$ cat config.mk
export PLATFORM = sky130hd
export DESIGN_NAME = jcc_sqrt
export DESIGN_NICKNAME = d
export VERILOG_FILES = /design/src/rtl/jcc_pkg.sv /design/src/rtl/jcc_sqrt.sv
export SDC_FILE = /design/constraint.sdc
export NUM_CORES = 1
export LEC_CHECK = 0
export BUFFER_PORTS_ARGS = -buffer_cell sky130_fd_sc_hd__buf_4
export CORE_MARGIN = 3
export CORE_UTILIZATION = 53
export CTS_CLUSTER_DIAMETER = 60
export DETAILED_ROUTE_END_ITERATION = 8
export GPL_TIMING_DRIVEN = 0
export PLACE_DENSITY_LB_ADDON = 0.25
export SKIP_LAST_GASP = 1
export SYNTH_ARGS = -nofsm -noshare
export SYNTH_HDL_FRONTEND = slang
export SYNTH_SLANG_ARGS = --single-unit
$ cat constraint.sdc
create_clock -name clk -period 2.7 [get_ports clk]
set_input_delay 0.27 -clock clk [delete_from_list [all_inputs] [get_ports clk]]
set_output_delay 0.27 -clock clk [all_outputs]
set_load 0.02 [all_outputs]
$ cat src/rtl/jcc_pkg.sv
// ----------------------------------------------------------------------------
// jcc_pkg
// Shared widths, register indexes and the CORDIC arctangent table.
// ----------------------------------------------------------------------------
`default_nettype none

package jcc_pkg;

  localparam int DEF_MAX_CHANNELS = 1024;
  localparam int DEF_SAMPLE_BITS  = 32;

  localparam int CH_W   = 10;
  localparam int DATA_W = 32;
  localparam int IDX_W  = 3;

  localparam logic [IDX_W-1:0] REG_USE_REFERENCE    = 3'd0;
  localparam logic [IDX_W-1:0] REG_KEEP_OFFDIAG     = 3'd1;
  localparam logic [IDX_W-1:0] REG_USE_PHASE_SLOPE  = 3'd2;
  localparam logic [IDX_W-1:0] REG_PHASE_START      = 3'd3;
  localparam logic [IDX_W-1:0] REG_PHASE_STEP       = 3'd4;

  // divider: 64-bit dividend, 30-bit divisor, 36 quotient bits
  localparam int DIV_NW = 64;
  localparam int DIV_DW = 30;
  localparam int DIV_QW = 36;

  // square root: 60-bit radicand, 30-bit root
  localparam int SQ_NW = 60;
  localparam int SQ_RW = 30;

  // CORDIC datapath
  localparam int COR_XW    = 48;
  localparam int COR_ZW    = 36;
  localparam int COR_STEPS = 30;
  localparam int COR_IW    = 5;

  function automatic logic [COR_ZW-1:0] atan_turns(input logic [COR_IW-1:0] i);
    logic [COR_ZW-1:0] r;
    case (i)
      5'd0:  r = 36'd536870912;
      5'd1:  r = 36'd316933406;
      5'd2:  r = 36'd167458907;
      5'd3:  r = 36'd85004756;
      5'd4:  r = 36'd42667332;
      5'd5:  r = 36'd21354465;
      5'd6:  r = 36'd10679839;
      5'd7:  r = 36'd5340245;
      5'd8:  r = 36'd2670163;
      5'd9:  r = 36'd1335087;
      5'd10: r = 36'd667544;
      5'd11: r = 36'd333772;
      5'd12: r = 36'd166886;
      5'd13: r = 36'd83443;
      5'd14: r = 36'd41722;
      5'd15: r = 36'd20861;
      5'd16: r = 36'd10430;
      5'd17: r = 36'd5215;
      5'd18: r = 36'd2608;
      5'd19: r = 36'd1304;
      5'd20: r = 36'd652;
      5'd21: r = 36'd326;
      5'd22: r = 36'd163;
      5'd23: r = 36'd81;
      5'd24: r = 36'd41;
      5'd25: r = 36'd20;
      5'd26: r = 36'd10;
      5'd27: r = 36'd5;
      5'd28: r = 36'd3;
      5'd29: r = 36'd1;
      default: r = '0;
    endcase
    return r;
  endfunction

endpackage

`default_nettype wire

$ cat src/rtl/jcc_sqrt.sv
// ----------------------------------------------------------------------------
// jcc_sqrt
// Integer square root, one root bit per cycle.
// ----------------------------------------------------------------------------
`default_nettype none

module jcc_sqrt (
  input  wire logic                       clk,
  input  wire logic                       rst,
  input  wire logic                       start,
  input  wire logic [jcc_pkg::SQ_NW-1:0]  radicand,
  output logic                            done,
  output logic      [jcc_pkg::SQ_RW-1:0]  root
);
  import jcc_pkg::*;

  logic             busy;
  logic [4:0]       cnt;
  logic [SQ_NW-1:0] src;
  logic [SQ_RW+1:0] rem;
  logic [SQ_RW+1:0] acc;
  logic [SQ_RW+1:0] trial;

  assign acc   = {rem[SQ_RW-1:0], src[SQ_NW-1:SQ_NW-2]};
  assign trial = {root, 2'b01};

  always_ff @(posedge clk) begin
    if (rst) begin
      busy <= 1'b0;
      done <= 1'b0;
      cnt  <= '0;
    end else begin
      done <= 1'b0;
      if (start) begin
        busy <= 1'b1;
        cnt  <= 5'(SQ_RW - 1);
      end else if (busy) begin
        cnt <= cnt - 5'd1;
        if (cnt == 5'd0) begin
          busy <= 1'b0;
          done <= 1'b1;
        end
      end
    end
  end

  always_ff @(posedge clk) begin
    if (start) begin
      src  <= radicand;
      rem  <= '0;
      root <= '0;
    end else if (busy) begin
      src <= {src[SQ_NW-3:0], 2'b00};
      if (acc >= trial) begin
        rem  <= acc - trial;
        root <= {root[SQ_RW-2:0], 1'b1};
      end else begin
        rem  <= acc;
        root <= {root[SQ_RW-2:0], 1'b0};
      end
    end
  end

endmodule

`default_nettype wire

# Word-level counts from Yosys, hierarchy flattened
# Index checks and enable logic that the tools add are counted.
# totals
register_bits	127
inputBits	63
wordCells	25
# op_classes
addsub	2
n_lt_le_gt_ge	1
mux	10
n_bitwise	1
reduce_logical	4
# ops
cell	count
$mux W60	2
$ge A32 B32 Y1	1
$mux W30	1
$sub A30 B30 Y30	1
$mux W5	2
$logic_not A5 Y1	1
$mux W1	5
$sub A5 B1 Y5 const B	1
$reduce_or A3 Y1	1
$reduce_bool A2 Y1	1
$reduce_or A2 Y1	1
$not A1 Y1	1

# Longest topological paths before layout
# Gate-level depths: netlist (run 1).
# logic_depth
word_depth	4
mapped_depth	12
ltp_nobuf	10

# Worst setup path before layout (run 1)
# Ideal clock, no wire load.
# synth_path
path_kind	reg2reg
startpoint	register root[12] (netlist bit)
endpoint	register rem[29]
setup_ns	0.091
t_arrival_ns	2.644
path_slack_ns	-0.035
stages_incl_launch_ff	12
path_buffers	1
synth_period_minus_slack_ns	2.735
cell_sequence	dfxtp_1 -> inv_1 -> ha_1 -> clkbuf_1 -> nand2_1 -> o21ai_1 -> o21ai_0 -> a2111oi_0 -> o22ai_1 -> mux2i_1 -> a21o_1 -> a311oi_1
# synth_via
elab_chain_len	2
word_cells_on_any_way	3
classes_between	add/sub: 1; order compare: 1; mux: 1
# synth_lines
item	line_no	text
from (decl)	jcc_sqrt.sv:13	output logic [jcc_pkg::SQ_RW-1:0] root
from (signal assigned)	jcc_sqrt.sv:56	root <= {root[SQ_RW-2:0], 1'b1};
from (signal assigned)	jcc_sqrt.sv:59	root <= {root[SQ_RW-2:0], 1'b0};
$sub A30 B30 Y30 or $ge A32 B32 Y1 (tied branches)	jcc_sqrt.sv:55, jcc_sqrt.sv:54	
$mux W30 *	jcc_sqrt.sv:54	if (acc >= trial) begin
to (signal assigned)	jcc_sqrt.sv:55	rem <= acc - trial;
to (decl)	jcc_sqrt.sv:20	logic [SQ_RW+1:0] rem;
# Every way passes the cells marked *; elsewhere a longest branch is shown, timed or not.
# A chain may end at the register's enable or synchronous reset.

# Worst setup path in the final report (run 1)
# layout_path
startpoint	register root[19] (netlist bit)
endpoint	register rem[28]
# The elaborated chain is that of the path after synthesis.

==> results of run 1 <==
-- per-layer routing --
metal	vias to the layer above	GRT usage (%)	share of wire (%)
met3	29	7.06	6.3
met1	2637	26.5	42
li1	2661	-	-
met5	-	0	0
met2	154	39.4	50
met4	0	7.58	1.9
-- where the power goes --
group          internal (mW)  switching, mW  leakage, nW  total (mW)
Sequential              2.32          0.218         1.16        2.54
Combinational           3.49           3.44         2.25        6.93
Clock                   1.55          0.844        0.302        2.39
-- metrics by stage --
stage	util (%)	total power [mW]
final	71.6	11.9
after CTS	68.7	11.0
after global routing	71.6	12.6
after global placement	61.7	7.68
after detailed placement	61.9	7.81
after floorplan	-	6.79
-- kinds of logic after synthesis --
logic type	synth area share (%)
buf+inv	4.29
mux	17.4
xor+xnor	3.66
flops	45.3
compound gates	12.6
simple gates	10.7
fa+ha+maj	6.13
-- cell type report --
cell class	instances	area (sq um)	share of cell area, %
Tap cell	172	215	2.36
Timing Repair Buffer	122	961	10.5
Inverter	41	154	1.69
Multi-Input combinational cell	461	3860	42.3
Clock buffer	19	433	4.75
Sequential cell	127	3160	34.7
Clock inverter	13	186	2.05
Buffer	28	144	1.58
-- path summary, 6_finish.rpt --
check / start / end / slack (ps) / cells past startpoint
worst min-delay path: rst / cnt[3] / 80 / 2
worst min register to register: rem[17] / rem[17] / 480 / 2
worst max register to register: root[19] / rem[28] / -5 / 12
worst max-delay path: root[19] / rem[28] / -5 / 12
-- timing repair --
| action | 4_1_cts | 5_1_grt |
|---|---|---|
| resized for setup | 31 | 56 |
| setup endpoints to repair | 31 | 31 |
| gates cloned | 0 | 1 |
| setup buffers | 14 | 14 |
| pin swaps | 8 | 26 |
-- synth_stat cells (all sizes together), types with 2 or more instances --
cell type | count | area (sq um)
a21o | 11 | 85.1
o21ai | 29 | 145
inv | 41 | 154
o21a | 5 | 37.5
a2111oi | 3 | 45.1
or3b | 2 | 17.5
a211o | 2 | 17.5
xnor2 | 20 | 175
ha | 34 | 425
nand4 | 7 | 43.8
mux2i | 53 | 531
nor2b | 3 | 18.8
o211a | 3 | 30.0
nor2 | 75 | 284
xor2 | 9 | 78.8
o311ai | 4 | 52.6
nand2b | 2 | 12.5
dfxtp | 67 | 1340
a311oi | 4 | 35.0
and2 | 2 | 12.5
a2bb2oi | 2 | 23.8
buf | 9 | 50.0
clkbuf | 25 | 93.8
or3 | 4 | 25.0
nand4b | 2 | 17.5
or2 | 2 | 12.5
nor3 | 8 | 40.0
a211oi | 12 | 90.1
a21oi | 34 | 174
and3 | 4 | 25.0
edfxtp | 60 | 1800
nand2 | 42 | 158
mux2 | 60 | 676
a31oi | 3 | 40.0
nand3 | 5 | 25.0
-- state kept, by name, indices dropped and copies added (netlist names) --
signal and count:
src 60, rem 30, root 30, cnt 5
done 1, busy 1
==> impl_results.md, run 1 <==
* CTS root buf: clkbuf_16
* Routed vias at 5,481
* Post-synth ARST share at 0%
* Initial Util at 54.5%
* Largest net degree at the start of global routing at 43
* VDD IR max at 0.000760 V
* Post-DP HPWL at 11,200 um
* Total CTS buffers at 17
* Pwr Density at 1300 nW/um^2
* DRC violations left at 0
* Clock Tree Buf Depth at 2
* Seq/Total Area, Yosys at 45.3%
* First-pass GRT wire length at 26,100 um
* WL final at 16,600 um
* Pleak at 3.71 nW
* Failing checks: negative setup slack
* Area Overhead vs Synth at 31.3%
* CTS tree: done
* Vias in the first global route at 5,480
* DR pass1 iterations at 4
* Cell area after layout at 9110 sq um
* Place WS at -345 ps
* Placed Cells at 928
* Die Ht at 120 um
* Final hold violation count at 0
* Vias per Instance at 5.58
* Most frequent cells in the layout: buf_4, nor2_1, edfxtp_1
* Global Route Usage Sum at 22.7%
* Die width at 120 um
* Final setup violation count at 2
* Top delay family on crit path: compound AO/OA/AOI/OAI gates
* Hold_ws at 80.8 ps
* Clock sink total at 127
* Hold Crit Class: in2reg
* IO Port Bufs at 92
* Fin worst setup slack at -5.08 ps
* IO Pins at 94
* Crit path DAT at 3030 ps
* Max-Cap Viols at 0
* Core area at 12,700 sq um
* Max incr delay on CP at 400 ps
* Depth of the CTS H-tree at 4
* Clock Skew at 7.98 ps
* Mapped Area at 6940 sq um
* Post-synth cell types at 63
* Worst path bufs/invs at 3
* Crit end category: flip-flop
* Diode count at 0
* Area post-placement at 7870 sq um
* CP Cell Sequence: inv_2 -> ha_4 -> buf_6 -> a21o_4 -> nor2_4 -> a2111oi_4 -> nand3b_1 -> a21oi_2 -> o32ai_4 -> buf_6 -> or3_4 -> a311oi_2
* Main synth FF type: dfxtp_1
* Total gr overflow at 0
* Clk_lat worst skew at 420 ps
* Iter 0 DRT Violations at 367
* Unrepaired setup endpoints after global routing: yes
* Crit path kind: reg2reg
* Max-slew violation count at 0
* ANT nets after route at 0
* Cts hold-fix bufs at 0
* FP Rows at 41
* Setup TNS at -9.24 ps
* Fin cells at 983
* Syn_nets at 760
* Post-layout minimum cycle time at 2710 ps
* Worst EP required at 3020 ps
* Fillers at 924
* CP max-delay cell: a2111oi_4
* Period utilisation layout at 100%
* Seq cells post-synth at 127
* Fraction of layout cells with a size suffix above 1 at 35.4%
* Drt wl/cell at 16.9 um
* Worst Path Max Fanout at 5
* Least-Margin Pin Slew at 735 ps
* Initial antenna violation count at 0
* Slew headroom at 51.0%
* Commonest non-fill, non-tap cell in the layout: buf_4
* Post-synth EDFFs at 60
* Outcome: finished with violations
* GPL Wtd Cong at 0.870
* Mapped Avg Cell Area at 10.5 sq um
* Syn Inst Count at 663
* Clock-pin slew on the worst setup and hold paths at 60 ps
* Top cell by count, worst path: buf_6
* Die area at 14,500 sq um
* Critical Path Start Type: flip-flop
* Nets at 895
* Ys Warns at 0
* Achievable frequency at 0.370 GHz
No activity file was read; power rests on OpenSTA's default activity.
==> run 2, diff against run 1 <==
--- a/config.mk
+++ b/config.mk
@@ -11,7 +11,7 @@
 export CTS_CLUSTER_DIAMETER = 60
 export DETAILED_ROUTE_END_ITERATION = 8
 export GPL_TIMING_DRIVEN = 0
-export PLACE_DENSITY_LB_ADDON = 0.25
+export PLACE_DENSITY_LB_ADDON = 0.1
 export SKIP_LAST_GASP = 1
 export SYNTH_ARGS = -nofsm -noshare
 export SYNTH_HDL_FRONTEND = slang
==> run 2 against run 1 <==
The flow now finishes without violations. Count of clock-buffer cells in the layout unchanged. Final cell count is 1.5% lower. Clock skew about the same. Non-clock buffer count decreased by 16. Clock power fell by 3%. Critical path type unchanged. Critical endpoint is now rem[18]. Largest power group unchanged. Highest routed layer unchanged.
==> impl_results.md, run 2 (synthesis results as in run 1) <==
* Outcome: completed
* Global Route Usage Sum at 21.9%
* Max-slew violation count at 0
* Worst EP required at 3030 ps
* Worst Hold Path Cells at 2
* Placed Cells at 928
* Net Sw Power at 4.78 mW
* Die Ht at 120 um
* Most frequent cells in the layout: buf_4, nor2_1, mux2_2, edfxtp_1, dfxtp_1
* Unrepaired setup endpoints after global routing: yes
* IO Pins at 94
* Worst Path Max Fanout at 5
* Fraction of layout cells with a size suffix above 1 at 35.8%
* Achievable frequency at 0.378 GHz
* CTS tree: done
* Core area at 12,700 sq um
* Crit path DAT at 2970 ps
* FF-to-FF End: rem[18]
* Drt wl/cell at 16.8 um
* GRT busiest layer: met2
* GPL Wtd Cong at 0.914
* Largest net degree at the start of global routing at 45
* Final setup violation count at 0
* Area Overhead vs Synth at 30.8%
* Initial Util at 54.5%
* Pleak at 3.64 nW
* Worst Setup SP: root[2]
* Post-layout minimum cycle time at 2640 ps
* Diode count at 0
* Clock-pin slew on the worst setup and hold paths at 60 ps
* Total CTS buffers at 17
* ANT nets after route at 0
* Routed vias at 5,381
* Worst r2r src: root[2]
* Least-Margin Pin Slew at 851 ps
* Largest register FFs at 60
* Global-route met1 utilization at 25.8%
* Max-Cap Viols at 0
* Clock Tree Buf Depth at 2
* P_int at 7.32 mW
* Period utilisation layout at 97.9%
* First-pass GRT wire length at 25,400 um
* CTS root buf: clkbuf_16
* Crit path to: rem[18]
* Fin cells at 968
* WL final at 16,300 um
* Hold Crit Class: in2reg
* Hold_ws at 66.6 ps
* Met2 usage at 38.2%
* Register with the most flip-flops: src
* Total gr overflow at 0
* IO Port Bufs at 92
* Clk_lat worst skew at 420 ps
* Post-DP HPWL at 11,000 um
* Critical Path Start Type: flip-flop
* Crit path kind: reg2reg
* Power, Total at 12.1 mW
* FP Rows at 41
* Iter 0 DRT Violations at 275
* Reg2reg setup slack at 60 ps
* Die width at 120 um
* Pwr Density at 1330 nW/um^2
* DRC violations left at 0
* Worst R2R Path Depth at 12
* VDD IR max at 0.000655 V
* Vias in the first global route at 5,434
* Commonest non-fill, non-tap cell in the layout: buf_4
* Area post-placement at 7870 sq um
* CP max-delay cell: dfxtp_2
* Initial antenna violation count at 0
* Depth of the CTS H-tree at 4
* Biggest regs: src: 60 flops, rem: 30 flops, root: 30 flops
* Slew headroom at 43.2%
* Clock Skew at 7.60 ps
* Reg power frac at 20.9%
* Die area at 14,500 sq um
* Clock power frac at 19.1%
* Clock sink total at 127
* Setup TNS at 0 ps
* Final hold violation count at 0
* Met3 Use GR at 6.92%
* DR pass1 iterations at 4
* Cts hold-fix bufs at 0
* Sw Share at 39.5%
* Vias per Instance at 5.56
* CP Cell Sequence: inv_1 -> ha_1 -> o21a_1 -> o311ai_4 -> a31oi_4 -> nand3_1 -> a21oi_4 -> o32ai_4 -> buf_6 -> buf_12 -> mux2i_4 -> a211oi_2
* Crit end category: flip-flop
* Comb pwr share at 60.0%
* Cell area after layout at 9070 sq um
* Max incr delay on CP at 350 ps
* Nets at 880
## run 2: what timing repair did
action / in CTS / in global routing
resized for setup: 22 / 83
setup endpoints to repair: 29 / 31
cloned: 2 / 0
buffers inserted: 7 / 5
pin swaps: 5 / 22
## run 2: stage by stage
stage	utilization, %	worst slack (ps)
after floorplan	-	4.92
after global placement	61.7	-667
after detailed placement	61.9	-338
after CTS	67.9	-29.5
after global routing	71.3	-59.5
final	71.3	57.6
## run 2: worst min-delay path by stage
stage	end	start
after global routing	busy	rst
after detailed placement	rem[9]	rem[9]
after CTS	cnt[4]	rst
final	cnt[4]	rst
after floorplan	busy	rst
after global placement	rem[9]	rem[9]
## run 2: layout make-up
type / instances / area, sq um
sequential: 127 / 3160
multi-input combinational: 462 / 3980
clock inverter: 13 / 164
inverter: 41 / 154
timing repair buffer: 106 / 823
buffer: 28 / 151
fill: 986 / 3650
clock buffer: 19 / 433
tap: 172 / 215
## run 2: critical path, delay by kind of cell, from the launching register on
kind                     cells  cell delay, ps
AO/OA/AOI/OAI                6            1200
adder cells (fa/ha/maj)      1             330
buffers and inverters        3             340
flip-flops                   1             350
multiplexers                 1             180
AND/OR/NAND/NOR              1             160
## run 2: power groups by stage
stage	combinational [mW]	sequential, mW	clock [mW]
final	7.26	2.53	2.31
after global routing	7.77	2.56	2.42
after CTS	5.86	2.49	2.34
after detailed placement	5.26	2.53	0
after global placement	5.18	2.52	0
after floorplan	4.30	2.48	0
## run 2: layer usage
| metal | wire length, um | part of all wire, % |
|---|---|---|
| met1 | 6720 | 41 |
| met2 | 8370 | 51 |
| met3 | 978 | 6.0 |
| met4 | 223 | 1.4 |
| met5 | 0 | 0 |
