[src/rtl/jcc_pkg.sv]
// ----------------------------------------------------------------------------
// jcc_pkg
// Shared widths, register indexes and the CORDIC arctangent table.
// ----------------------------------------------------------------------------
`default_nettype none

package jcc_pkg;

  localparam int DEF_MAX_CHANNELS = 1024;
  localparam int DEF_SAMPLE_BITS  = 32;

  localparam int CH_W   = 10;
  localparam int DATA_W = 32;
  localparam int IDX_W  = 3;

  localparam logic [IDX_W-1:0] REG_USE_REFERENCE    = 3'd0;
  localparam logic [IDX_W-1:0] REG_KEEP_OFFDIAG     = 3'd1;
  localparam logic [IDX_W-1:0] REG_USE_PHASE_SLOPE  = 3'd2;
  localparam logic [IDX_W-1:0] REG_PHASE_START      = 3'd3;
  localparam logic [IDX_W-1:0] REG_PHASE_STEP       = 3'd4;

  // divider: 64-bit dividend, 30-bit divisor, 36 quotient bits
  localparam int DIV_NW = 64;
  localparam int DIV_DW = 30;
  localparam int DIV_QW = 36;

  // square root: 60-bit radicand, 30-bit root
  localparam int SQ_NW = 60;
  localparam int SQ_RW = 30;

  // CORDIC datapath
  localparam int COR_XW    = 48;
  localparam int COR_ZW    = 36;
  localparam int COR_STEPS = 30;
  localparam int COR_IW    = 5;

  function automatic logic [COR_ZW-1:0] atan_turns(input logic [COR_IW-1:0] i);
    logic [COR_ZW-1:0] r;
    case (i)
      5'd0:  r = 36'd536870912;
      5'd1:  r = 36'd316933406;
      5'd2:  r = 36'd167458907;
      5'd3:  r = 36'd85004756;
      5'd4:  r = 36'd42667332;
      5'd5:  r = 36'd21354465;
      5'd6:  r = 36'd10679839;
      5'd7:  r = 36'd5340245;
      5'd8:  r = 36'd2670163;
      5'd9:  r = 36'd1335087;
      5'd10: r = 36'd667544;
      5'd11: r = 36'd333772;
      5'd12: r = 36'd166886;
      5'd13: r = 36'd83443;
      5'd14: r = 36'd41722;
      5'd15: r = 36'd20861;
      5'd16: r = 36'd10430;
      5'd17: r = 36'd5215;
      5'd18: r = 36'd2608;
      5'd19: r = 36'd1304;
      5'd20: r = 36'd652;
      5'd21: r = 36'd326;
      5'd22: r = 36'd163;
      5'd23: r = 36'd81;
      5'd24: r = 36'd41;
      5'd25: r = 36'd20;
      5'd26: r = 36'd10;
      5'd27: r = 36'd5;
      5'd28: r = 36'd3;
      5'd29: r = 36'd1;
      default: r = '0;
    endcase
    return r;
  endfunction

endpackage

`default_nettype wire

[src/rtl/jcc_div.sv]
// ----------------------------------------------------------------------------
// jcc_div
// Restoring unsigned divider, one quotient bit per cycle.
// ----------------------------------------------------------------------------
`default_nettype none

module jcc_div (
  input  wire logic                        clk,
  input  wire logic                        rst,
  input  wire logic                        start,
  input  wire logic [jcc_pkg::DIV_NW-1:0]  dividend,
  input  wire logic [jcc_pkg::DIV_DW-1:0]  divisor,
  output logic                             done,
  output logic      [jcc_pkg::DIV_QW-1:0]  quotient
);
  import jcc_pkg::*;

  logic              busy;
  logic [5:0]        cnt;
  logic [DIV_DW-1:0] dsr;
  logic [DIV_DW-1:0] rem;
  logic [DIV_QW-1:0] low;
  logic [DIV_DW:0]   trial;
  logic              fits;

  assign trial = {rem, low[DIV_QW-1]};
  assign fits  = trial >= {1'b0, dsr};

  always_ff @(posedge clk) begin
    if (rst) begin
      busy <= 1'b0;
      done <= 1'b0;
      cnt  <= '0;
    end else begin
      done <= 1'b0;
      if (start) begin
        busy <= 1'b1;
        cnt  <= 6'(DIV_QW);
      end else if (busy) begin
        cnt <= cnt - 6'd1;
        if (cnt == 6'd1) begin
          busy <= 1'b0;
          done <= 1'b1;
        end
      end
    end
  end

  always_ff @(posedge clk) begin
    if (start) begin
      dsr <= divisor;
      rem <= DIV_DW'(dividend[DIV_NW-1:DIV_QW]);
      low <= dividend[DIV_QW-1:0];
    end else if (busy) begin
      rem      <= fits ? DIV_DW'(trial - {1'b0, dsr}) : trial[DIV_DW-1:0];
      low      <= {low[DIV_QW-2:0], 1'b0};
      quotient <= {quotient[DIV_QW-2:0], fits};
    end
  end

endmodule

`default_nettype wire

[config.mk]
export PLATFORM = sky130hd
export DESIGN_NAME = jcc_div
export DESIGN_NICKNAME = d
export VERILOG_FILES = /design/src/rtl/jcc_pkg.sv /design/src/rtl/jcc_div.sv
export SDC_FILE = /design/constraint.sdc
export NUM_CORES = 1
export LEC_CHECK = 0
export ABC_AREA = 1
export BUFFER_PORTS_ARGS = -buffer_cell sky130_fd_sc_hd__buf_2
export CAP_MARGIN = 40
export CELL_PAD_IN_SITES_DETAIL_PLACEMENT = 1
export CELL_PAD_IN_SITES_GLOBAL_PLACEMENT = 1
export CORE_ASPECT_RATIO = 0.75
export CORE_MARGIN = 2
export CORE_UTILIZATION = 38
export DETAILED_ROUTE_END_ITERATION = 8
export HOLD_SLACK_MARGIN = 0.06
export PLACE_DENSITY = 0.78
export SETUP_SLACK_MARGIN = 0.5
export SLEW_MARGIN = 10
export SYNTH_ARGS = -nofsm -noshare
export SYNTH_HDL_FRONTEND = slang
export SYNTH_SLANG_ARGS = --single-unit
[constraint.sdc]
create_clock -name clk -period 2.6 [get_ports clk]
set_input_delay 0.26 -clock clk [delete_from_list [all_inputs] [get_ports clk]]
set_output_delay 0.26 -clock clk [all_outputs]
set_load 0.02 [all_outputs]
After elaboration in Yosys (flattened, before gate mapping). Cells that the tools add are included.

Bits in registers: 140. Bits in latches: 0. RAM bits: 0. Bits in read-only memories: 0. Bits of input ports: 97. Output and inout bits: 37. Memories kept: 0.

Add/subtract/negate cells: 2. Multipliers: 0. Div/mod/pow operators: 0. $lt $le $gt $ge: 1. Equal/unequal tests: 1. Shifts and indexed selects: 0. Mux-type cells: 11. Bitwise operators: 2. Reduce and logical (&&, ||, !) cells: 4.

Operator list (number): two-way mux 36 bit (2); two-way mux 28 bit (2); >= comparator 31 x 30 -> 1 bit (1); two-way mux 30 bit (1); subtractor 30 bit (1); two-way mux 6 bit (2); equality test 6 x 1 -> 1 bit (second input constant) (1); subtractor 6 x 1 -> 6 bit (second input constant) (1); two-way mux 1 bit (4); OR reduction 3 bit (1); inverter 1 bit (2); AND reduction 2 bit (1); nonzero test 2 bit (1); OR reduction 2 bit (1).

Depth between registers and ports, before layout. Gate-level depths: netlist (run 1).

Word-level depth: 4. Depth in mapped cells: 17.

Worst setup path before layout (run 1). No wires, ideal clock.

Kind: input to register. From: input port start. To: register rem[28]. Data arrival time: 2450 ps. Path slack: 92 ps. Stages: 6. Path buffers: 1. Cells stage by stage: clkbuf_1 > nor2_1 > inv_1 > nor2_1 > nand2_1 > nand2_1.

RTL lines: from (decl) (RTL line jcc_div.sv:10) `input wire logic start,`; to (signal assigned) (RTL line jcc_div.sv:52) `rem <= DIV_DW'(dividend[DIV_NW-1:DIV_QW]);`; to (signal assigned) (RTL line jcc_div.sv:55) `rem <= fits ? DIV_DW'(trial - {1'b0, dsr}) : trial[DIV_DW-1:0];`; to (decl) (RTL line jcc_div.sv:21) `logic [DIV_DW-1:0] rem;`.

Final worst setup path (run 1).
From: register dsr[26]. To: register rem[27], data pin.

Cells in the longest elaborated chain, start to end: 4.

RTL lines: from (decl) (RTL line jcc_div.sv:20) `logic [DIV_DW-1:0] dsr;`; from (signal assigned) (RTL line jcc_div.sv:51) `dsr <= divisor;`; subtractor 30 bit / >= comparator 31 x 30 -> 1 bit (equally long branches) (RTL line jcc_div.sv:55, jcc_div.sv:27); two-way mux 30 bit (*) (RTL line jcc_div.sv:55); two-way mux 28 bit (*) (RTL line jcc_div.sv:54) `end else if (busy) begin`; two-way mux 28 bit (*) (RTL line jcc_div.sv:50) `if (start) begin`.

Every way passes the cells marked *; elsewhere a longest branch is shown, timed or not. The select of a mux whose other input is x is not followed. A chain may end at the register's enable or synchronous reset.

==> metrics.yaml, run 1 <==
avgViaCountPerCell: 5.238
p_comb_share_pct: 48.7
rsz0062_at_grt: "true"
dieArea_sq_um: 21980
synth_common_cells: "nand2_1, inv_1, edfxtp_1"
grt_pass1_vias: 8295
swShare_pct: 38.55
portBuffers: 133
ys.flop_type: "edfxtp_1"
clock_latency_ns: 0.44
grt_pass1_wl_mm: 44.94
finalMaxSlewViolations: 0
leakage_nw: 5.590
crit_path_max_fanout: 4
multiInputGateArea_sq_um: 4314
syn_to_final_growth_pct: 51.82
p_int_w: 0.006323
place_congestion: 0.8760
cts.sinks: 140
antenna_found_initial: 0
critPathArrivalTime_ns: 2.64
yosysWarningCount: 0
yosys.area.top_type: "edfxtp_1"
rows: 45
cts_buffers: 17
io_pins: 134
die_w_um: 170.5
clk_pin_slew_worst_paths_ns: 0.06
synth_seq_cells: 140
start_util_pct: 38.88
fin_crit_sh_pct: 94.74
relSlewSlack_pct: 57.15
setup.worst_path.start_class: "flop"
status: "finished, final reports clean"
clock.fmax_mhz: 406.0
drc: 0
drtAntennaViolNets: 0
synth_top_area_share_pct: 49.40
seq_power_share_pct: 28.6
min_period_ns: 2.463
ys_types: 36
finalSetupViolCount: 0
drt-total-wl_mm: 32.11
skew_ns: 0.009913
crit_path_start: "dsr[26]"
reg2regPathDepth: 14
ir_worst_vdd_uv: 489.3
async_flop_share_pct: 0
syn-instance-count: 966
hold_viol_final: 0
crit_type: "reg2reg"
yosysMostFrequentCell: "nand2_1"
tightest_slew_ns: 0.6427
grt_start_max_net_pins: 61
ys_seq_area_share_pct: 51.93
power_switching_w: 0.003966
rrSetupSlack_ns: 0.14
drive_gt1_share_pct: 40.17
r2r-start: "dsr[26]"
yosys-top-cells-area: "edfxtp_1, nand2_1, inv_1, ha_1, nor2_1"
r2r-end: "rem[27]"
vias: 8113
track_usage_pct: 27.15
synth_nets: 1096
timing.setup.tns_ns: 0
drt_iter0_markers: 559
dp_hpwl_mm: 16.81
nets: 1384
worstPathRequired_ns: 2.78
dieHeight_um: 128.9
critPathCapture: "rem[27]"
dp.cells: 1389
dr.pass1.iters: 4
overflow: 0
antennaDiodeCount: 0
p_clk_share_pct: 22.7
instances_no_fill: 1549
syn_area_sq_um: 7903
synth_enable_flop_cells: 130
fill_cells: 2326
end_kind: "flop"
cts_tree: "built"
wl_per_cell_um: 20.73
min_from: "dividend[15]"
avgSynthCellArea_sq_um: 8.181
clockBufferDepth: 2
cap_violations: 0
ctsHtreeMaxLevel: 4
power_density_nw_per_um2: 857.6
register_area_sq_um: 4104
hold_class: "in2reg"
cts_root_buf: "clkbuf_16"
coreArea_sq_um: 20330
==> area by class of cell <==
type | instances | area share, %
Timing Repair Buffer | 287 | 17.94
Tap cell | 282 | 2.941
Clock inverter | 11 | 0.8030
Clock buffer | 21 | 3.838
Multi-Input combinational cell | 671 | 35.96
Sequential cell | 140 | 34.21
Inverter | 137 | 4.317
==> flip-flops by register name, indices dropped and copies added, names as in the netlist <==
name / cells
busy: 1
cnt: 6
low: 36
rem: 30
done: 1
quotient: 36
dsr: 30
==> worst max-delay path, cell delays in order, from the launching register on <==
cell,delay [ns]
edfxtp_1,0.42
inv_2,0.09
ha_4,0.23
a21oi_4,0.19
nand2_1,0.12
nand2_1,0.11
nand2_2,0.09
a21oi_4,0.18
nand3_4,0.14
buf_12,0.18
buf_16,0.14
nor2_4,0.09
nor2_1,0.06
nand2_2,0.09
nand2_2,0.07
==> stage by stage <==
step	hold slack, ns	worst slack [ns]	cell area [sq um]	utilization, %	total power [W]
after floorplan	0.3385	0.5855	7911	-	0.004656
after global placement	0.4229	0.2381	9080	44.67	0.005400
after detailed placement	0.4302	0.2188	9080	44.67	0.005481
after CTS	0.07612	0.3510	11500	56.59	0.009373
after global routing	0.08688	0.05275	12000	59.03	0.01070
final	0.09464	0.1367	12000	59.03	0.01029
==> power by group through the flow <==
stage | combinational [W] | sequential [W] | clock [W]
floorplan | 0.00175 | 0.00291 | 0
global placement | 0.00249 | 0.00291 | 0
detailed placement | 0.00256 | 0.00292 | 0
CTS | 0.00408 | 0.00292 | 0.00237
global route | 0.00527 | 0.00296 | 0.00247
finish | 0.00501 | 0.00294 | 0.00234
==> layout by cell type, fill, tap and decap left out, types with 24 or more instances in the layout <==
cell type	n
nand2_1	310
buf_2	133
edfxtp_1	130
inv_1	104
buf_4	100
nand2_2	58
nor2_1	51
inv_2	31
dlygate4sd3_1	31
ha_4	28
nand2_4	24
nand3_1	24
==> layer usage <==
layer	wire (um)	GRT usage (%)	up-vias
li1	-	-	3669
met1	13060	34.25	3912
met2	15050	44.46	400
met3	2346	6.398	132
met4	1657	12.52	0
met5	0	0	-
==> repair_timing <==
action,in CTS,in global routing
gates resized for setup,194,91
hold buffers,31,0
cloned,9,0
endpoints found under the hold margin,31,0
pin swaps,46,54
buffers inserted,62,26
endpoints found under the setup margin,31,31
==> logic make-up after synthesis <==
| logic type | Yosys count | synth area share, % |
|---|---|---|
| AO/OA/AOI/OAI | 45 | 3.167 |
| XOR/XNOR | 14 | 1.552 |
| adder cells (fa/ha/maj) | 33 | 5.320 |
| buffers and inverters | 156 | 7.742 |
| flip-flops | 140 | 51.93 |
| AND/OR/NAND/NOR | 578 | 30.29 |
==> how the worst min path moves through the flow <==
| stage | end | slack (ns) | depth (start not counted) |
|---|---|---|---|
| after floorplan | busy | 0.34 | 1 |
| after global placement | quotient[18] | 0.42 | 0 |
| after detailed placement | quotient[35] | 0.43 | 0 |
| after CTS | low[15] | 0.08 | 3 |
| after global routing | low[29] | 0.09 | 3 |
| final | low[15] | 0.09 | 3 |
No activity file was read; power rests on OpenSTA's default activity.
==> run 2, diff against run 1 <==
Settings changed: PLACE_DENSITY 0.78 to unset, PLACE_DENSITY_LB_ADDON set to 0.1.
==> run 2 against run 1 <==
Routed wire length shrank 20%. Sequential cell count is the same. Final cell count shrank 2.5%. Clock-buffer cell count shrank 3. Highest routed layer unchanged. Critical endpoint is now rem[25].
==> metrics.yaml, run 2 (synthesis results as in run 1) <==
power_density_nw_per_um2: 829.3  # -3.3%
min_period_ns: 2.333  # -0.1302 ns
cap_violations: 0  # unchanged
clockBufferDepth: 2  # unchanged
dieHeight_um: 128.9  # unchanged
portBuffers: 133  # unchanged
cts_buffers: 17  # unchanged
rows: 45  # unchanged
clock.fmax_mhz: 428.6  # +5.6%
crit_type: "reg2reg"
skew_ns: 0.008804  # -0.001109 ns
status: "finished, final reports clean"
critPathArrivalTime_ns: 2.52  # -0.12 ns
clock_latency_ns: 0.43  # about the same
overflow: 0  # unchanged
layout_common_cells: "nand2_1, buf_2, edfxtp_1, inv_1, buf_4"
hold_class: "in2reg"
ir_worst_vdd_uv: 379.1  # -23%
cts_root_buf: "clkbuf_16"
drive_gt1_share_pct: 33.39  # -6.8 points
fin_util_pct: 55.88  # -3.1 points
drt_iter0_markers: 447  # -20%
min_from: "dividend[27]"
finalSetupViolCount: 0  # unchanged
ctsHtreeMaxLevel: 4  # unchanged
crit_path_max_fanout: 8  # +4
avgViaCountPerCell: 4.832  # -7.7%
nets: 1345  # -2.8%
r2r-start: "rem[7]"
tightest_slew_ns: 0.8504  # +0.2077 ns
leakage_nw: 5.259  # -5.9%
drc: 0  # unchanged
cts_tree: "built"
hold_viol_final: 0  # unchanged
wl_per_cell_um: 16.96  # -18%
setup.worst_path.start_class: "flop"
grt_start_max_net_pins: 80  # +31%
dr.pass1.iters: 5  # +1
worstPathRequired_ns: 2.78  # about the same
grt_pass1_wl_mm: 39.15  # -13%
fin_crit_sh_pct: 89.74  # -5.0 points
syn_to_final_growth_pct: 43.73
timing.setup.tns_ns: 0  # unchanged
track_usage_pct: 23.09  # -4.1 points
cts.sinks: 140  # unchanged
crit_path_start: "rem[7]"
antennaDiodeCount: 0  # unchanged
rsz0062_at_grt: "true"
start_util_pct: 38.88  # unchanged
antenna_found_initial: 0  # unchanged
coreArea_sq_um: 20330  # unchanged
finalMaxSlewViolations: 0  # unchanged
end_kind: "flop"
relSlewSlack_pct: 43.30  # -14 points
die_w_um: 170.5  # unchanged
drtAntennaViolNets: 0  # unchanged
worst_slack_ns: 0.2669  # +0.1302 ns
place_congestion: 0.9096  # +3.8%
reg.largest.list: "low x36, quotient x36"
dieArea_sq_um: 21980  # unchanged
vias: 7296  # -10%
drt-total-wl_mm: 25.62  # -20%
io_pins: 134  # unchanged
clk_pin_slew_worst_paths_ns: 0.07  # about the same
grt_pass1_vias: 7439  # -10%
final_common_cell: "nand2_1"
place_ws_ns: 0.1620  # -0.05683 ns
p_total_w: 0.009420  # -8.4%
dp_hpwl_mm: 16.75  # -0.32%
## run 2: changes by cell type in the layout (fill, tap and decap cells not counted), sizes merged
| cell | previous run | this run |
|---|---|---|
| clkbuf | 21 | 22 |
| buf | 256 | 214 |
| clkinvlp | 3 | 4 |
| inv | 136 | 141 |
| nand3 | 53 | 52 |
| clkinv | 8 | 5 |
## run 2: critical path, stage by stage, from the launching register on
cell and delay [ns]:
edfxtp_1 0.44, ha_4 0.30, nand2_2 0.07, nand2_1 0.06, nand2_2 0.09, nand2_4 0.08, a21oi_4 0.14, nand2_2 0.08
nand2_2 0.08, nand3_4 0.13, buf_12 0.17, buf_16 0.15, nor2_4 0.07, nor2_1 0.06, nand2_1 0.10, nand2_1 0.06
## run 2: repair_timing
action	4_1_cts	5_1_grt
resized for setup	126	65
cloned	3	4
setup endpoints to repair	31	31
pin swaps	38	49
hold buffers	31	0
buffers inserted	36	22
hold endpoints to repair	31	0
## run 2: worst paths after layout
path	end	slack, ns	cells after the start
max reg2reg	rem[25]	0.27	15
min reg2reg	quotient[8]	0.44	0
max	rem[25]	0.27	15
min	low[27]	0.09	3
## run 2: through the flow
stage	std cells	instance area [sq um]	hold WS, ns
final	1510	11360	0.09345
after global routing	1510	11360	0.07600
after CTS	1484	10900	0.08014
after detailed placement	1382	9027	0.4314
after global placement	1382	9027	0.4234
after floorplan	966	7911	0.3385
## run 2: layer usage
layer | GRT usage (%) | part of all wire, %
met1 | 33.80 | 49
met2 | 36.01 | 45
met3 | 4.429 | 5.0
met4 | 4.123 | 0.83
met5 | 0 | 0
## run 2: final cells by class
class	count	area [sq um]
clock buffers	18	429.2
clock inverters	14	155.1
fillers	2406	8967
inverters	137	518.0
multi-input cells	670	3956
flip-flops and latches	140	4104
well taps	282	352.8
repair buffers	249	1843
## run 2: report_power, final
group	switching, W	internal (W)	leakage, nW
Sequential	0.000159	0.00277	1.36
Combinational	0.00221	0.00182	3.62
Clock	0.00111	0.00136	0.276
Total	0.00348	0.00594	5.26
==> run 3, diff against run 2 <==
Settings changed: BUFFER_PORTS_ARGS -buffer_cell sky130_fd_sc_hd__buf_2 to unset, CORE_UTILIZATION 38 to 43, DONT_BUFFER_PORTS set to 1.
==> run 3 against run 2 <==
Clock-buffer cell count unchanged. Critical path depth down 3. Final cell count down 5.4%. Via count up 5.2%. Final area up 1.4%. Power down 1.3%. Core utilization up 8.7 points. Global-route usage up 7.8 points. Worst hold slack worse by 0.0091 ns. Maximum frequency down 5.4%. Critical path type unchanged. Highest routed layer unchanged.
==> metrics.yaml, run 3 (synthesis results as in run 1) <==
wl_per_cell_um: 22.41  # +32%
p_int_w: 0.005699  # -4.1%
layout_common_cells: "nand2_1, dlygate4sd3_1, edfxtp_1, inv_1, nor2_1"
reg.largest.list: "low x36, quotient x36"
path_delay_family: "simple AND/OR/NAND/NOR gates"
cts_buffers: 17  # unchanged
avgViaCountPerCell: 5.370  # +11%
coreArea_sq_um: 17810  # -12%
relSlewSlack_pct: 60.57  # +17 points
r2r-end: "rem[19]"
power_density_nw_per_um2: 807.7  # -2.6%
die_w_um: 160.5  # -5.9%
drive_gt1_share_pct: 20.72  # -13 points
drt_iter0_markers: 550  # +23%
place_ws_ns: 0.1249  # -0.03704 ns
dieHeight_um: 121.4  # -5.8%
grt_pass1_vias: 7774  # +4.5%
tightest_slew_ns: 0.5895  # -0.2609 ns
syn_to_final_growth_pct: 45.68
rows: 42  # -6.7%
finalMaxSlewViolations: 0  # unchanged
setup.worst_path.start_class: "flop"
hold_class: "in2reg"
grt_pass1_wl_mm: 44.55  # +14%
p_comb_share_pct: 42.1  # -0.7 points
antenna_found_initial: 0  # unchanged
crit_buf_inv: 2  # unchanged
reg2regPathDepth: 12  # -3
rrSetupSlack_ns: 0.13  # -0.13 ns
finalSetupViolCount: 0  # unchanged
track_usage_pct: 30.91  # +7.8 points
ir_worst_vdd_uv: 453.1  # +20%
crit_chain: "ha_4 -> nand2_1 -> nor2_2 -> and2_4 -> and2_4 -> nand2_2 -> nand3_4 -> buf_12 -> buf_12 -> nand3_1 -> nand3_1 -> nand2_1"
crit_path_max_fanout: 17  # +9
slowest_stage: "edfxtp_1"
ctsHtreeMaxLevel: 4  # unchanged
clock.fmax_mhz: 405.3  # -5.4%
hold_end: "rem[26]"
critPathArrivalTime_ns: 2.65  # +0.13 ns
start_util_pct: 44.36  # +5.5 points
clockBufferDepth: 2  # unchanged
timing.setup.tns_ns: 0  # unchanged
holdPathStages: 2  # -1
nets: 1304  # -3.0%
p_clk_share_pct: 25.8  # -0.4 points
portBuffers: 0  # -100%
status: "finished, final reports clean"
dp_hpwl_mm: 16.11  # -3.8%
cap_violations: 0  # unchanged
cts_tree: "built"
min_period_ns: 2.467  # +0.1344 ns
leakage_nw: 5.000  # -4.9%
cts_root_buf: "clkbuf_16"
crit_type: "reg2reg"
swShare_pct: 38.71  # +1.8 points
fin_crit_sh_pct: 94.90  # +5.2 points
cts.sinks: 140  # unchanged
drt-total-wl_mm: 32.02  # +25%
critPathMaxStageDelay_ns: 0.44  # about the same
vias: 7674  # +5.2%
antennaDiodeCount: 0  # unchanged
worstPathRequired_ns: 2.78  # about the same
path_depth: 12  # -3
clk_pin_slew_worst_paths_ns: 0.07  # about the same
io_pins: 134  # unchanged
fill_cells: 2007  # -17%
grt_start_max_net_pins: 78  # -2.5%
skew_ns: 0.01320  # +0.004394 ns
place_congestion: 0.8849  # -2.7%
drtAntennaViolNets: 0  # unchanged
clock_latency_ns: 0.44  # about the same
end_kind: "flop"
r2r-start: "rem[27]"
min_from: "dividend[62]"
rsz0062_at_grt: "true"
hold_viol_final: 0  # unchanged
dieArea_sq_um: 19490  # -11%
worst_slack_ns: 0.1325  # -0.1344 ns
dr.pass1.iters: 5  # unchanged
overflow: 0  # unchanged
seq_power_share_pct: 32.1  # +1.1 points
final_common_cell: "nand2_1"
drc: 0  # unchanged
power_switching_w: 0.003599  # +3.5%
run 3: changes by cell type in the layout (fill, tap and decap cells not counted), moves of 3 or more:
cell / change
inv_2: -3
nand2_2: -3
nand2_1: +7
buf_6: -5
buf_4: -17
nand2_4: -4
inv_1: +3
buf_2: -132
clkbuf_16: -3
dlygate4sd3_1: +114
run 3: routing by layer:
layer / up-vias / part of all wire, % / global-route usage, %
met5: - / 0 / 0
met3: 53 / 6.4 / 6.562
met4: 0 / 2.2 / 8.559
met2: 310 / 50 / 53.56
met1: 3807 / 42 / 39.33
li1: 3504 / - / -
run 3: power groups by stage:
stage / clock network [W] / logic [W] / registers (W)
after detailed placement: 0 / 0.00241 / 0.00295
after floorplan: 0 / 0.00175 / 0.00291
final: 0.00240 / 0.00391 / 0.00299
after CTS: 0.00236 / 0.00319 / 0.00295
after global placement: 0 / 0.00237 / 0.00294
after global routing: 0.00250 / 0.00418 / 0.00301
run 3: final cells by class:
type | instances | area, sq um | share of cell area (%)
Multi-Input combinational cell | 670 | 3920 | 34.05
Sequential cell | 140 | 4104 | 35.65
Tap cell | 242 | 302.8 | 2.630
Timing Repair Buffer | 208 | 2112 | 18.35
Clock inverter | 14 | 126.4 | 1.098
Clock buffer | 18 | 429.2 | 3.728
Inverter | 137 | 518.0 | 4.500
run 3: how the worst max path moves through the flow:
stage,from,endpoint,slack [ns]
after floorplan,rem[24],rem[17],0.59
final,rem[27],rem[19],0.13
after global placement,rem[5],rem[24],0.17
after detailed placement,rem[5],rem[20],0.12
after CTS,rem[1],rem[3],0.26
after global routing,rem[1],rem[19],0.05
run 3: stage by stage:
| step | utilization, % | power [W] | cell area (sq um) | cells | hold slack [ns] |
|---|---|---|---|---|---|
| 2_1_floorplan | - | 0.004656 | 7911 | 966 | 0.3385 |
| 3_5_place_dp | 46.71 | 0.005362 | 8322 | 1209 | 0.3484 |
| 3_3_place_gp | 46.71 | 0.005308 | 8322 | 1209 | 0.3401 |
| 4_1_cts | 61.61 | 0.008497 | 10980 | 1402 | 0.06599 |
| 5_1_grt | 64.62 | 0.009688 | 11510 | 1429 | 0.08193 |
| 6_report | 64.62 | 0.009298 | 11510 | 1429 | 0.08431 |
run 3: timing repair:
| action | 4_1_cts | 5_1_grt |
|---|---|---|
| gates cloned | 3 | 1 |
| hold buffers | 146 | 0 |
| endpoints found under the hold margin | 124 | 0 |
| setup buffers | 12 | 26 |
| resized for setup | 72 | 95 |
| endpoints found under the setup margin | 31 | 31 |
| pin swaps | 1 | 38 |
